===== config.mk =====
export PLATFORM = sky130hd
export DESIGN_NAME = char_lcd_shadow_update_engine
export DESIGN_NICKNAME = d
export VERILOG_FILES = /design/src/hw/rtl/clsue_pkg.sv /design/src/hw/rtl/char_lcd_shadow_update_engine.sv /design/src/hw/rtl/clsue_dp.sv /design/src/hw/rtl/clsue_ctrl.sv
export SDC_FILE = /design/constraint.sdc
export NUM_CORES = 1
export LEC_CHECK = 0
export ABC_AREA = 1
export BUFFER_PORTS_ARGS = -buffer_cell sky130_fd_sc_hd__buf_2
export CORE_MARGIN = 10
export CORE_UTILIZATION = 63
export DETAILED_ROUTE_END_ITERATION = 6
export PLACE_DENSITY = 0.78
export SYNTH_ARGS = -nofsm -noshare
export SYNTH_HDL_FRONTEND = slang
export SYNTH_SLANG_ARGS = --single-unit

===== constraint.sdc =====
create_clock -name i_clk -period 3.8 [get_ports i_clk]
set_clock_uncertainty 0.15 [all_clocks]
set_input_delay 0.19 -clock i_clk [delete_from_list [all_inputs] [get_ports i_clk]]
set_output_delay 0.19 -clock i_clk [all_outputs]
set_load 0.02 [all_outputs]

===== src/hw/rtl/clsue_pkg.sv =====
// Shared types, constants and lookup functions of the character LCD update engine.
package clsue_pkg;

    // Screen geometry
    localparam int ROWS         = 4;
    localparam int COLS         = 20;
    localparam int SHADOW_DEPTH = ROWS * COLS;
    localparam int ADDR_W       = $clog2(SHADOW_DEPTH);

    // Step counter covers the longest sequence (initialize, 24 words)
    localparam int MAX_WORDS = 24;
    localparam int STEP_W    = $clog2(MAX_WORDS + 1);

    // Word counts per operation
    localparam logic [STEP_W-1:0] CNT_NONE  = STEP_W'(0);
    localparam logic [STEP_W-1:0] CNT_CHAR  = STEP_W'(8);
    localparam logic [STEP_W-1:0] CNT_CLEAR = STEP_W'(4);
    localparam logic [STEP_W-1:0] CNT_LIGHT = STEP_W'(1);
    localparam logic [STEP_W-1:0] CNT_INIT  = STEP_W'(MAX_WORDS);

    // Number of bare init nibble words before the command bytes
    localparam logic [STEP_W-1:0] INIT_NIB_WORDS = STEP_W'(8);

    // LCD byte codes
    localparam logic [7:0] LCD_SET_DDRAM = 8'h80;
    localparam logic [7:0] LCD_CLEAR     = 8'h01;
    localparam logic [7:0] LCD_WAKE_8BIT = 8'h30;
    localparam logic [7:0] LCD_WAKE_4BIT = 8'h20;
    localparam logic [7:0] LCD_FUNC_SET  = 8'h28;
    localparam logic [7:0] LCD_DISP_ON   = 8'h0C;
    localparam logic [7:0] LCD_ENTRY     = 8'h06;
    localparam logic [7:0] SPACE_CHAR    = 8'h20;

    // Operation codes
    typedef enum logic [1:0] {
        OP_CHAR  = 2'd0,
        OP_CLEAR = 2'd1,
        OP_LIGHT = 2'd2,
        OP_INIT  = 2'd3
    } t_op;

    // Configuration register indexes
    localparam logic [1:0] CFG_ENABLE_MASK    = 2'd0;
    localparam logic [1:0] CFG_BACKLIGHT_MASK = 2'd1;
    localparam logic [1:0] CFG_DATA_SEL_MASK  = 2'd2;
    localparam logic [1:0] CFG_CMD_SEL_MASK   = 2'd3;

    // Controller to datapath commands
    typedef struct packed {
        logic              capture;
        logic              commit;
        logic              emit;
        logic              last;
        logic [STEP_W-1:0] step;
    } t_dp_cmd;

    // Datapath to controller status
    typedef struct packed {
        logic [STEP_W-1:0] count;
        logic [STEP_W-1:0] count_held;
    } t_dp_status;

    // DDRAM start address of each row
    function automatic logic [7:0] row_start(input logic [1:0] row);
        logic [7:0] addr;
        unique case (row)
            2'd0:    addr = 8'h00;
            2'd1:    addr = 8'h40;
            2'd2:    addr = 8'h14;
            default: addr = 8'h54;
        endcase
        return addr;
    endfunction

    // Command bytes sent after the wake-up nibbles
    function automatic logic [7:0] init_byte(input logic [1:0] k);
        logic [7:0] b;
        unique case (k)
            2'd0:    b = LCD_FUNC_SET;
            2'd1:    b = LCD_DISP_ON;
            2'd2:    b = LCD_CLEAR;
            default: b = LCD_ENTRY;
        endcase
        return b;
    endfunction

endpackage


===== src/hw/rtl/char_lcd_shadow_update_engine.sv =====
// Top level: character LCD shadow update engine for a 4-bit LCD behind a port expander.
//
// Usage: drive i_operation, i_row, i_column, i_character and i_light_on and
// raise i_start; the command word is taken at a rising edge where i_start is
// high and o_busy is low. The block answers with a stream of expander words on
// o_expander_byte, each shown for one cycle with o_valid high; o_last_byte
// marks the final word of the command. The receiver cannot stall the stream,
// so it must take every word on the cycle it appears.
// Timing: after accept, the controller reads the screen shadow memory in
// S_READ, then decides and commits in S_DECIDE; words then follow one per
// cycle from the output register, and o_busy stays high through the last
// emit step. A command's word count is 8 for a changed character, 0 for
// an unchanged or off-screen one, 4 for clear, 1 for backlight, 24 for
// initialize. The step sequencer emitting one word per cycle sets this rate.
// Configuration writes (i_cfg_we, i_cfg_index, i_cfg_data) take effect at once
// and belong in idle periods. Reset restores the register defaults, turns the
// backlight flag on and marks the whole shadow as spaces through per-entry
// valid bits, so no clearing pass is needed.
module char_lcd_shadow_update_engine (
    input  logic       i_clk,
    input  logic       i_rst_n,
    input  logic       i_start,
    output logic       o_busy,
    input  logic [1:0] i_operation,
    input  logic [2:0] i_row,
    input  logic [4:0] i_column,
    input  logic [7:0] i_character,
    input  logic       i_light_on,
    input  logic       i_cfg_we,
    input  logic [1:0] i_cfg_index,
    input  logic [7:0] i_cfg_data,
    output logic       o_valid,
    output logic [7:0] o_expander_byte,
    output logic       o_last_byte
);

    clsue_pkg::t_dp_cmd    dp_cmd;
    clsue_pkg::t_dp_status dp_status;

    // Sequence each command
    clsue_ctrl u_ctrl (
        .i_clk    (i_clk),
        .i_rst_n  (i_rst_n),
        .i_start  (i_start),
        .o_busy   (o_busy),
        .i_status (dp_status),
        .o_cmd    (dp_cmd)
    );

    // Hold shadow, configuration and output word
    clsue_dp u_dp (
        .i_clk           (i_clk),
        .i_rst_n         (i_rst_n),
        .i_cmd           (dp_cmd),
        .o_status        (dp_status),
        .i_operation     (i_operation),
        .i_row           (i_row),
        .i_column        (i_column),
        .i_character     (i_character),
        .i_light_on      (i_light_on),
        .i_cfg_we        (i_cfg_we),
        .i_cfg_index     (i_cfg_index),
        .i_cfg_data      (i_cfg_data),
        .o_valid         (o_valid),
        .o_expander_byte (o_expander_byte),
        .o_last_byte     (o_last_byte)
    );

endmodule


===== src/hw/rtl/clsue_dp.sv =====
// Datapath: configuration, screen shadow memory, expander word generation.
module clsue_dp (
    input  logic                  i_clk,
    input  logic                  i_rst_n,
    input  clsue_pkg::t_dp_cmd    i_cmd,
    output clsue_pkg::t_dp_status o_status,
    input  logic [1:0]            i_operation,
    input  logic [2:0]            i_row,
    input  logic [4:0]            i_column,
    input  logic [7:0]            i_character,
    input  logic                  i_light_on,
    input  logic                  i_cfg_we,
    input  logic [1:0]            i_cfg_index,
    input  logic [7:0]            i_cfg_data,
    output logic                  o_valid,
    output logic [7:0]            o_expander_byte,
    output logic                  o_last_byte
);

    localparam int AW = clsue_pkg::ADDR_W;
    localparam int SW = clsue_pkg::STEP_W;

    // Configuration registers
    logic [7:0] r_enable_mask;
    logic [7:0] r_backlight_mask;
    logic [3:0] r_data_sel_mask;
    logic [3:0] r_cmd_sel_mask;
    logic       r_light_state;

    // Captured command word
    clsue_pkg::t_op r_op;
    logic [2:0]     r_row;
    logic [4:0]     r_col;
    logic [7:0]     r_char;
    logic           r_light_on;

    // Shadow memory with per-entry valid bits
    logic [7:0]                        r_shadow [clsue_pkg::SHADOW_DEPTH];
    logic [clsue_pkg::SHADOW_DEPTH-1:0] r_shadow_valid;
    logic [7:0]                        r_rd_data;
    logic                              r_rd_valid;

    logic [SW-1:0] r_count;

    // Output register
    logic       r_out_valid;
    logic [7:0] r_out_byte;
    logic       r_out_last;

    logic          in_range;
    logic [AW-1:0] idx;
    logic [AW-1:0] rd_addr;
    logic [7:0]    shadow_char;
    logic          changed;
    logic [SW-1:0] count;
    logic [7:0]    cursor_cmd;
    logic [SW-1:0] init_off;
    logic [7:0]    lcd_byte;
    logic [3:0]    sel;
    logic          nib_lo;
    logic          phase_low;
    logic          raw_word;
    logic [7:0]    raw_byte;
    logic [7:0]    nib_val;
    logic [7:0]    bl_bits;
    logic [7:0]    word;

    // Write configuration registers
    always_ff @(posedge i_clk) begin
        if (!i_rst_n) begin
            r_enable_mask    <= 8'd4;
            r_backlight_mask <= 8'd8;
            r_data_sel_mask  <= 4'd1;
            r_cmd_sel_mask   <= 4'd0;
        end else if (i_cfg_we) begin
            unique case (i_cfg_index)
                clsue_pkg::CFG_ENABLE_MASK:    r_enable_mask    <= i_cfg_data;
                clsue_pkg::CFG_BACKLIGHT_MASK: r_backlight_mask <= i_cfg_data;
                clsue_pkg::CFG_DATA_SEL_MASK:  r_data_sel_mask  <= i_cfg_data[3:0];
                default:                       r_cmd_sel_mask   <= i_cfg_data[3:0];
            endcase
        end
    end

    // Capture the command word on accept
    always_ff @(posedge i_clk) begin
        if (i_cmd.capture) begin
            r_op       <= clsue_pkg::t_op'(i_operation);
            r_row      <= i_row;
            r_col      <= i_column;
            r_char     <= i_character;
            r_light_on <= i_light_on;
        end
    end

    // Locate the shadow entry
    always_comb begin
        in_range = (r_row < 3'(clsue_pkg::ROWS)) && (r_col < 5'(clsue_pkg::COLS));
        idx      = AW'(r_row[1:0]) * AW'(clsue_pkg::COLS) + AW'(r_col);
        rd_addr  = in_range ? idx : '0;
    end

    // Read the shadow every cycle, registered
    always_ff @(posedge i_clk) begin
        r_rd_data <= r_shadow[rd_addr];
    end

    // Write the shadow on a changed character
    always_ff @(posedge i_clk) begin
        if (i_cmd.commit && r_op == clsue_pkg::OP_CHAR && changed) begin
            r_shadow[rd_addr] <= r_char;
        end
    end

    // Track valid bits, backlight state and held count
    always_ff @(posedge i_clk) begin
        if (!i_rst_n) begin
            r_shadow_valid <= '0;
            r_rd_valid     <= 1'b0;
            r_light_state  <= 1'b1;
            r_count        <= clsue_pkg::CNT_NONE;
        end else begin
            r_rd_valid <= r_shadow_valid[rd_addr];
            if (i_cmd.commit) begin
                r_count <= count;
                case (r_op)
                    clsue_pkg::OP_CHAR: begin
                        if (changed) begin
                            r_shadow_valid[rd_addr] <= 1'b1;
                        end
                    end
                    clsue_pkg::OP_LIGHT: r_light_state <= r_light_on;
                    default:             r_shadow_valid <= '0;
                endcase
            end
        end
    end

    // Decide how many words this command produces
    always_comb begin
        shadow_char = r_rd_valid ? r_rd_data : clsue_pkg::SPACE_CHAR;
        changed     = in_range && (shadow_char != r_char);
        case (r_op)
            clsue_pkg::OP_CHAR:  count = changed ? clsue_pkg::CNT_CHAR : clsue_pkg::CNT_NONE;
            clsue_pkg::OP_CLEAR: count = clsue_pkg::CNT_CLEAR;
            clsue_pkg::OP_LIGHT: count = clsue_pkg::CNT_LIGHT;
            default:             count = clsue_pkg::CNT_INIT;
        endcase
    end

    assign o_status.count      = count;
    assign o_status.count_held = r_count;

    // Pick LCD byte, nibble and strobe phase for the current step
    always_comb begin
        cursor_cmd = clsue_pkg::LCD_SET_DDRAM
                   | (8'(r_col) + clsue_pkg::row_start(r_row[1:0]));
        init_off   = i_cmd.step - clsue_pkg::INIT_NIB_WORDS;
        lcd_byte   = clsue_pkg::LCD_CLEAR;
        sel        = r_cmd_sel_mask;
        nib_lo     = i_cmd.step[1];
        phase_low  = i_cmd.step[0];
        raw_word   = 1'b0;
        raw_byte   = r_light_on ? r_backlight_mask : 8'h00;
        case (r_op)
            clsue_pkg::OP_CHAR: begin
                lcd_byte = i_cmd.step[2] ? r_char : cursor_cmd;
                sel      = i_cmd.step[2] ? r_data_sel_mask : r_cmd_sel_mask;
            end
            clsue_pkg::OP_CLEAR: begin
                lcd_byte = clsue_pkg::LCD_CLEAR;
            end
            clsue_pkg::OP_LIGHT: begin
                raw_word = 1'b1;
            end
            default: begin
                if (i_cmd.step < clsue_pkg::INIT_NIB_WORDS) begin
                    lcd_byte = (i_cmd.step[2:1] == 2'd3) ? clsue_pkg::LCD_WAKE_4BIT
                                                         : clsue_pkg::LCD_WAKE_8BIT;
                    sel      = 4'd0;
                    nib_lo   = 1'b0;
                end else begin
                    lcd_byte  = clsue_pkg::init_byte(init_off[3:2]);
                    nib_lo    = init_off[1];
                    phase_low = init_off[0];
                end
            end
        endcase
    end

    // Form the expander word
    always_comb begin
        nib_val = {(nib_lo ? lcd_byte[3:0] : lcd_byte[7:4]), sel};
        bl_bits = r_light_state ? r_backlight_mask : 8'h00;
        if (raw_word) begin
            word = raw_byte;
        end else if (phase_low) begin
            word = (nib_val & ~r_enable_mask) | bl_bits;
        end else begin
            word = nib_val | r_enable_mask | bl_bits;
        end
    end

    // Register the outgoing word
    always_ff @(posedge i_clk) begin
        if (!i_rst_n) begin
            r_out_valid <= 1'b0;
        end else begin
            r_out_valid <= i_cmd.emit;
        end
    end

    always_ff @(posedge i_clk) begin
        if (i_cmd.emit) begin
            r_out_byte <= word;
            r_out_last <= i_cmd.last;
        end
    end

    assign o_valid         = r_out_valid;
    assign o_expander_byte = r_out_byte;
    assign o_last_byte     = r_out_last;

endmodule


===== src/hw/rtl/clsue_ctrl.sv =====
// Controller: sequences shadow lookup, commit and word emission.
module clsue_ctrl (
    input  logic                  i_clk,
    input  logic                  i_rst_n,
    input  logic                  i_start,
    output logic                  o_busy,
    input  clsue_pkg::t_dp_status i_status,
    output clsue_pkg::t_dp_cmd    o_cmd
);

    localparam int SW = clsue_pkg::STEP_W;

    typedef enum logic [1:0] {
        S_IDLE,
        S_READ,
        S_DECIDE,
        S_EMIT
    } t_state;

    t_state      r_state;
    t_state      n_state;
    logic [SW-1:0] r_step;
    logic [SW-1:0] n_step;
    logic          last;

    assign last = (r_step == i_status.count_held - SW'(1));

    // Decode next state and commands
    always_comb begin
        n_state       = r_state;
        n_step        = r_step;
        o_cmd.capture = 1'b0;
        o_cmd.commit  = 1'b0;
        o_cmd.emit    = 1'b0;
        o_cmd.last    = 1'b0;
        o_cmd.step    = r_step;
        unique case (r_state)
            S_IDLE: begin
                if (i_start) begin
                    o_cmd.capture = 1'b1;
                    n_state       = S_READ;
                end
            end
            S_READ: begin
                n_state = S_DECIDE;
            end
            S_DECIDE: begin
                o_cmd.commit = 1'b1;
                n_step       = '0;
                n_state      = (i_status.count == clsue_pkg::CNT_NONE) ? S_IDLE : S_EMIT;
            end
            default: begin
                o_cmd.emit = 1'b1;
                o_cmd.last = last;
                if (last) begin
                    n_state = S_IDLE;
                end else begin
                    n_step = r_step + SW'(1);
                end
            end
        endcase
    end

    // Hold state and step counter
    always_ff @(posedge i_clk) begin
        if (!i_rst_n) begin
            r_state <= S_IDLE;
            r_step  <= '0;
        end else begin
            r_state <= n_state;
            r_step  <= n_step;
        end
    end

    assign o_busy = (r_state != S_IDLE);

endmodule

After elaboration in Yosys (flattened, before gate mapping)
Memory sizes are Yosys's and may differ from the RTL's. A register that Yosys moved wholly into a read port is not among the register bits.
Index checks and enable logic that the tools add are counted.

word-level totals
  flip-flop bits (word level) = 147
  latch bits = 0
  RAM bits = 640
  bits in read-only memories = 0
  logic and storage cells = 122
  memories = 1

memory list
  memory         depth  width  read ports  clocked after Yosys merged registers in  wr ports  RTL line        RTL
  u_dp.r_shadow  80     8      1           1                                        1         clsue_dp.sv:38  logic [7:0] r_shadow [clsue_pkg::SHADOW_DEPTH];

operators by class
  add/sub/neg operators = 5
  $mul = 1
  divide/modulo/power cells = 0
  $lt $le $gt $ge = 5
  equal/unequal tests = 16
  shifts and indexed selects = 0
  mux-type cells = 41
  bitwise logic cells = 9
  reductions and logical operators = 26

operator list
  cell                                                                           number
  80-bit one-hot mux with 2 select lines                                         1
  80-bit two-way mux                                                             1
  80-bit OR                                                                      1
  8-bit two-way mux                                                              7
  8-bit OR                                                                       3
  7-bit one-hot mux with 3 select lines                                          1
  6-bit one-hot mux with 3 select lines                                          1
  4-bit two-way mux                                                              4
  8-bit one-hot mux with 2 select lines                                          1
  5-bit one-hot mux with 3 select lines                                          1
  2-bit AND reduction                                                            7
  2-bit == test (second input constant)                                          6
  1-bit two-way mux                                                              12
  2-bit by 1-bit == test with 1-bit output (second input constant)               5
  2-bit logical NOT                                                              5
  5-bit two-way mux                                                              2
  5-bit one-hot mux with 2 select lines                                          1
  3-bit OR reduction                                                             3
  8-bit AND                                                                      1
  7-bit by 8-bit less-than comparator with 1-bit output (second input constant)  1
  2-bit two-way mux                                                              4
  8-bit != test                                                                  1
  8-bit NOT                                                                      1
  4-bit one-hot mux with 2 select lines                                          1
  other kinds (24)                                                               32

Logic depth before layout (Yosys ltp)
Gate-level depths: netlist (run 1).

  depth after elaboration = 10
  gate-level depth with buffers = 16

Hierarchy
A second synthesis (run 1) with hierarchy kept.

second synthesis, totals
  cell total of the unflattened synthesis = 3569
  area, all modules = 34336.7 µm²

by module, submodules not included
  module      instances  cells an instance  area an instance (µm²)  seq. area each (µm²)
  clsue_dp    1          3468               33746.1                 22441.5
  clsue_ctrl  1          101                590.6                   140.1

Worst setup path after synthesis (run 1)
No wires, ideal clock.

  path type = register to register
  start point = register u_dp.r_char[4]
  end point = memory u_dp.r_shadow[48][0], enable pin
  setup time = 383 ps
  arrival = 2795 ps
  slack = 471 ps
  cell stages (with the launch flop) = 8
  buffers on the path = 1
  clock period less this slack = 3329 ps
  path through = edfxtp_1 -> inv_1 -> xor2_1 -> nor4_1 -> nand2_1 -> nand4_1 -> clkbuf_1 -> nor3_1

on the way
  cells in the longest elaborated chain, start to end = 5

RTL lines
  item                                     RTL line         RTL
  start, declared                          clsue_dp.sv:34   logic [7:0] r_char;
  start signal, assigned                   clsue_dp.sv:91   r_char <= i_character;
  8-bit != test                            clsue_dp.sv:142  changed = in_range && (shadow_char != r_char);
  1-bit logical AND                        clsue_dp.sv:142
  1-bit logical AND                        clsue_dp.sv:110  if (i_cmd.commit && r_op == clsue_pkg::OP_CHAR && changed) begin
  1-bit two-way mux                        clsue_dp.sv:110
  1-bit two-way mux (not written as such)  clsue_dp.sv:111  r_shadow[rd_addr] <= r_char;
  end, declared                            clsue_dp.sv:38

Every way passes these cells.

Final worst setup path (run 1)
  start point = register u_dp.r_col[3]
  end point = register u_dp.r_rd_data[5], read port of u_dp.r_shadow

on the way
  cells in the longest elaborated chain, start to end = 3

RTL lines
  item                                                                                            RTL line         RTL
  start, declared                                                                                 clsue_dp.sv:33   logic [4:0] r_col;
  start signal, assigned                                                                          clsue_dp.sv:90   r_col <= i_column;
  parallel branches: the longest is 2 deep, another holds 7-bit by 5-bit adder with 7-bit output  n/a
  7-bit two-way mux (*)                                                                           clsue_dp.sv:100  rd_addr = in_range ? idx : '0;
  end, declared                                                                                   clsue_dp.sv:40   logic [7:0] r_rd_data;

Mark *: on every way between the ends.
A chain may end at the register's enable or synchronous reset.

==> results of run 1 <==
registers in the layout, indices dropped and copies added, names as in the netlist, 8 cells and up:
signal / flops
u_dp.r_char: 8
u_dp.o_expander_byte: 8
u_dp.r_shadow_valid: 80
u_dp.r_rd_data: 8
u_dp.r_shadow: 640
u_dp.r_backlight_mask: 8
u_dp.r_enable_mask: 8
synth_stat cells (2+ instances only):
cell,number
nor2_1,158
or2_1,2
a21oi_1,162
nand3_1,153
clkinv_1,4
nand2_2,4
nand4_1,56
o22ai_1,4
inv_1,163
o21ai_0,70
a31oi_1,12
edfxtp_1,668
dfxtp_1,126
o21a_1,2
clkbuf_1,139
o21ai_1,37
xor2_1,9
buf_1,8
xnor2_1,7
nand3_2,2
nor2_2,5
inv_2,12
nor4_1,2
ha_1,13
nor3_1,84
or2_2,2
o211ai_1,27
buf_2,57
a22oi_1,10
nand2_1,1452
a22o_1,4
o311ai_0,2
power groups by stage:
| stage | Combinational [uW] | Clock, uW | Sequential [uW] |
|---|---|---|---|
| after floorplan | 1100 | 0 | 9890 |
| after global placement | 1930 | 0 | 9830 |
| after detailed placement | 1970 | 0 | 9830 |
| after CTS | 2020 | 7750 | 9650 |
| after global routing | 2230 | 8080 | 9650 |
| final | 2100 | 7720 | 9650 |
worst max path at each step:
stage,from,end,slack [ps],cells after the start
final,u_dp.r_col[3],u_dp.r_rd_data[5],280,12
after global routing,u_dp.r_col[3],u_dp.r_rd_data[5],190,12
after CTS,u_dp.r_col[2],u_dp.r_shadow[3][0],410,9
after detailed placement,u_dp.r_col[2],u_dp.r_shadow[3][2],450,9
after global placement,u_dp.r_col[2],u_dp.r_shadow[3][5],510,9
after floorplan,u_dp.r_char[4],u_dp.r_shadow[48][0],470,7
cells by family (layout without fill, tap and decap cells):
logic type               count (synthesis)  in the layout  share of synthesized area
other                                    0              1                          0
XOR/XNOR                                16             16                    0.00412
buffers and inverters                  383            578                     0.0444
AO/OA/AOI/OAI                          336            336                     0.0543
AND/OR/NAND/NOR                       1923           1923                      0.227
adder cells (fa/ha/maj)                 14             14                    0.00538
flip-flops                             794            794                      0.664
layout make-up:
class	instances	share of cell area
timing repair buffer	253	0.0524
tap	696	0.0225
antenna	1	0.0000648
inverter	179	0.0175
clock inverter	59	0.0133
multi-input combinational	2289	0.257
clock buffer	87	0.0525
sequential	794	0.584
metal layers:
layer / global-route usage / vias to the layer above
li1: - / 11800
met1: 0.385 / 12500
met2: 0.468 / 1865
met3: 0.0672 / 370
met4: 0.132 / 0
met5: 0 / -
worst reg2reg max path, cell delays in order, from the launching register on:
cell	delay, ps
edfxtp_1	500
o21ai_4	210
nand3_4	140
buf_4	610
buf_4	750
nand2_1	140
nand2_1	120
nand2_1	70
nand2_1	90
nand2_1	120
nand4_1	240
nand2_1	200
nand3_1	120
what timing repair did:
action                                  in CTS  in global routing
hold buffers                                43                  0
endpoints found under the setup margin       0                  0
endpoints found under the hold margin       68                  0
through the flow:
step	utilization	cells
2_1_floorplan	-	3466
3_3_place_gp	0.666	4168
3_5_place_dp	0.666	4168
4_1_cts	0.721	4357
5_1_grt	0.721	4358
6_report	0.721	4358
==> key figures, run 1 <==
Timing
  – RSZ-0062 raised after global routing: false
  – Setup TNS: 0 ps
  – Fin crit period: 3520 ps
  – Max Slew Vio Count: 0
  – Hold Slack: 109 ps
  – Final hold violation count: 0
  – Worst-margin pin slew: 1220 ps
  – Peak Freq: 284 MHz
  – Final period util: 0.926
  – Final setup fails: 0
  – Slew margin rel.: 0.188
  – Final setup margin: 282 ps

Power
  – Switching power: 5030 uW
  – Flop pwr share: 0.496
  – Clock power share: 0.397
  – Leak: 0.0151 uW
  – Switching share of total power: 0.258
  – Worst IR Drop VDD: 0.000429 V
  – Power, Total: 19,500 uW
  – Power per cell area: 504 nW/um^2
  – P_int: 14,500 uW
  – Combinational Power Share: 0.108

Synthesis
  – Synth Instances: 3,466
  – Yosys Warn Count: 0
  – Library cells used by synthesis: 42
  – Syn_nets: 3,513
  – Synthesized cell area: 34,000 um^2
  – EDFF count, synth: 668
  – Area share of the largest cell type after synthesis: 0.590
  – FF+latch count, synth: 794
  – Synth area leader: edfxtp_1
  – Ys flop type: edfxtp_1
  – Avg Inst Size Synth: 9.81 um^2
  – Synth top area cells: edfxtp_1 59%, nand2_1 16%, dfxtp_1 7.4%, a21oi_1 2.4%, nand3_1 2.3%
  – FFs w/ async S/R, synth: 0
  – Register area share after synthesis: 0.664

Routing
  – Metal3 WL: 11.5 mm
  – Final Routed Wirelength: 95.0 mm
  – Initial DRC count: 3,997
  – Routed wire per std cell: 21.8 um
  – DRT met1 WL: 35.2 mm
  – Via density per instance: 6.09
  – Vias: 26.5k
  – DRT antenna net count: 0
  – First drt pass iteration count: 7
  – Uppermost layer routed: met4
  – Met2 wire len: 44.0 mm
  – DRC viols: 20

Finish
  – Area of the multi-input gates: 9950 um^2
  – Layout area overhead: 13.7%
  – Commonest non-fill, non-tap cell in the layout: nand2_1
  – Share of cells above drive strength 1: 0.0994
  – Filler Cell Count: 3,649
  – Storage element area: 22,600 um^2
  – Nets@finish: 3,643
  – Finished Cell Area: 38,600 um^2
  – Commonest non-fill, non-tap cells in the layout: 1,451 x nand2_1, 668 x edfxtp_1, 162 x inv_1, 162 x a21oi_1, 157 x buf_4

Worst setup path
  – Worst Path Max Fanout: 65
  – Critical Path Slowest Stage Cell: buf_4
  – R2r endpoint: u_dp.r_rd_data[5]
  – Worst Path Arrival: 3940 ps
  – Delay-heaviest family, CP: buffers and inverters
  – Reg2reg start: u_dp.r_col[3]
  – Critical-path cell list: o21ai_4 -> nand3_4 -> buf_4 -> buf_4 -> nand2_1 -> nand2_1 -> nand2_1 -> nand2_1 -> nand2_1 -> nand4_1 -> nand2_1 -> nand3_1
  – Setup slack, reg-to-reg: 280 ps
  – Worst path most repeated cell: nand2_1
  – Reg2Reg Depth: 12
  – Slowest stage delay, CP: 730 ps
  – CP startpoint kind: flop
  – Crit Path Class: flop to flop
  – CP endpoint kind: flop
  – Worst Path Buf+Inv: 2
  – CP required: 4220 ps

Status
  – Status: finished with violations
  – Failing checks: DRC

Floorplanning
  – Die W: 252 um
  – Core area: 53,600 um^2
  – Initial cell density of the core: 0.634
  – Std-Cell Rows: 85
  – Die height: 252 um
  – Die area: 63,600 um^2
  – # IOs: 44

Placement
  – GP Congestion: 0.942
  – Placed Area: 35,700 um^2
  – Worst slack, placed: 445 ps
  – Final HPWL DP: 55.1 mm
  – Port bufs: 43

Clock tree
  – CTS resizes: 0
  – Reg clk slew, reported paths: 60 ps
  – Clock root cell: clkbuf_16
  – CTS tree: done
  – H-tree Lvls: 3
  – Longest Clk Path Bufs: 3
  – TritonCTS Buffers: 79
  – Clk_lat worst skew: 640 ps
  – Clock Sinks: 794
  – Setup Fix Bufs, Post-CTS: 0

GRT
  – Gr ovfl total: 0
  – Global-route wire length before repair: 145 mm
  – Number of global-route vias before repair: 25.3k
  – Antenna violations before repair: 1
  – Largest net degree at the start of global routing: 180
  – GRT Overall Usage: 0.295

Min path
  – Hold Startpoint: i_operation[1]
  – Hold Path Sink: u_dp.r_op[1]
  – Worst hold path depth: 2
  – Worst hold-check path type: primary input to flop

Job
  – Total of max-cap violations: 0
Note: power is estimated with default switching activity, not from simulation.
==> inputs of run 2 (changes only) <==
Settings changed: REMOVE_ABC_BUFFERS set to 1, SLEW_MARGIN set to 10.
==> key figures, run 2 (synthesis results as in run 1) <==
Finish
  – Largest register FFs: 640
  – Area of the multi-input gates: 9950 um^2
  – # diodes: 0
  – Finished Cell Area: 38,600 um^2
  – Commonest non-fill, non-tap cells in the layout: 1,451 x nand2_1, 668 x edfxtp_1, 162 x inv_1, 162 x a21oi_1, 159 x buf_4
  – Commonest non-fill, non-tap cell in the layout: nand2_1
  – Nets@finish: 3,642
  – Share of cells above drive strength 1: 0.0976
  – Non-filler cells, final: 4,353
  – Filler Cell Count: 3,694
  – Storage element area: 22,600 um^2
  – Layout area overhead: 13.5%
  – Top reg by flops: u_dp.r_shadow
  – Top Registers: u_dp.r_shadow x640, u_dp.r_shadow_valid x80

Routing
  – Initial DRC count: 3,564
  – Routed wire per std cell: 22.0 um
  – DRC viols: 0
  – First drt pass iteration count: 6
  – DRT antenna net count: 0
  – Via density per instance: 6.07
  – Vias: 26.4k
  – Final Routed Wirelength: 95.8 mm

Worst setup path
  – Worst Path Arrival: 3620 ps
  – Worst Path Buf+Inv: 3
  – Critical-path cell list: ha_1 -> inv_1 -> fa_1 -> xor2_1 -> nor2_2 -> inv_1 -> nor2_1 -> nand2_1 -> nor3_1 -> buf_4
  – Slowest stage delay, CP: 500 ps
  – CP endpoint kind: flop
  – Critical Path Slowest Stage Cell: nand2_1
  – Reg2reg start: u_dp.r_col[2]
  – Worst Path Max Fanout: 16
  – Setup crit start: u_dp.r_col[2]
  – Delay-heaviest family, CP: simple AND/OR/NAND/NOR gates
  – CP startpoint kind: flop
  – CP required: 3980 ps
  – Crit Path Class: flop to flop
  – Worst path most repeated cell: inv_1

Min path
  – Hold Startpoint: i_character[6]
  – Worst hold-check path type: primary input to flop

Power
  – Leak: 0.0151 uW
  – Power, Total: 19,300 uW
  – Power per cell area: 501 nW/um^2
  – Worst IR Drop VDD: 0.000513 V

Floorplanning
  – Die W: 252 um
  – Initial cell density of the core: 0.634
  – Std-Cell Rows: 85
  – Die area: 63,600 um^2
  – Die height: 252 um
  – # IOs: 44
  – Core area: 53,600 um^2

Clock tree
  – H-tree Lvls: 3
  – TritonCTS Buffers: 79
  – CTS resizes: 0
  – CTS tree: done
  – Clock root cell: clkbuf_16
  – Longest Clk Path Bufs: 3
  – Clk_lat worst skew: 630 ps
  – Clock Sinks: 794
  – Reg clk slew, reported paths: 60 ps

Job
  – Total of max-cap violations: 0

GRT
  – GRT Overall Usage: 0.299
  – Number of global-route vias before repair: 26.0k
  – Antenna violations before repair: 1
  – Gr ovfl total: 0
  – Global-route wire length before repair: 147 mm
  – Largest net degree at the start of global routing: 151

Status
  – Status: finished, final reports clean

Timing
  – Slew margin rel.: 0.285
  – Final period util: 0.906
  – Worst-margin pin slew: 1060 ps
  – Peak Freq: 291 MHz
  – Final hold violation count: 0
  – Setup TNS: 0 ps
  – RSZ-0062 raised after global routing: false
  – Final setup fails: 0
  – Max Slew Vio Count: 0
  – Fin crit period: 3440 ps

Placement
  – Final HPWL DP: 57.6 mm
  – GP Congestion: 0.973
  – Inst Count DP: 4,168
  – Placed Area: 35,600 um^2
  – Port bufs: 43
-- run 2: final cells by class --
type	count	share of cell area
clock buffer	112	0.0588
inverter	179	0.0176
multi-input combinational	2289	0.258
tap	696	0.0226
sequential	794	0.586
clock inverter	31	0.00607
timing repair buffer	252	0.0516
-- run 2: power by group --
group          internal [uW]  switching [uW]
Clock                   4360            3220
Sequential              9580            64.7
Combinational            512            1610
-- run 2: repair_timing --
action | CTS | global route
hold buffers | 42 | 0
buffers inserted | 0 | 0
endpoints found under the hold margin | 56 | 0
-- run 2: path summary, 6_finish.rpt --
kind | end | slack [ps] | cells past startpoint
hold / removal | u_dp.r_char[6] | 130 | 2
setup / recovery | u_dp.r_shadow[23][2] | 360 | 10
hold reg to reg | u_dp.r_shadow_valid[58] | 300 | 2
setup reg to reg | u_dp.r_shadow[23][2] | 360 | 10
-- run 2: stage by stage --
step | util | hold WS [ps] | setup WS, ps
floorplan | - | 124 | -6270
global placement | 0.665 | 216 | 500
detailed placement | 0.665 | 219 | 448
CTS | 0.720 | 108 | 426
global route | 0.720 | 125 | 131
finish | 0.720 | 126 | 359
-- run 2: routing by layer --
layer | up-vias | GRT usage | wire length [um]
met5 | - | 0 | 0
met4 | 0 | 0.150 | 4960
met3 | 381 | 0.0660 | 11200
met2 | 1741 | 0.482 | 44900
met1 | 12500 | 0.378 | 34800
li1 | 11800 | - | -
-- run 2: worst register-to-register path: stages (launching register included) --
cell,delay (ps)
edfxtp_1,440
ha_1,210
inv_1,60
fa_1,390
xor2_1,170
nor2_2,180
inv_1,60
nor2_1,390
nand2_1,500
nor3_1,380
buf_4,230
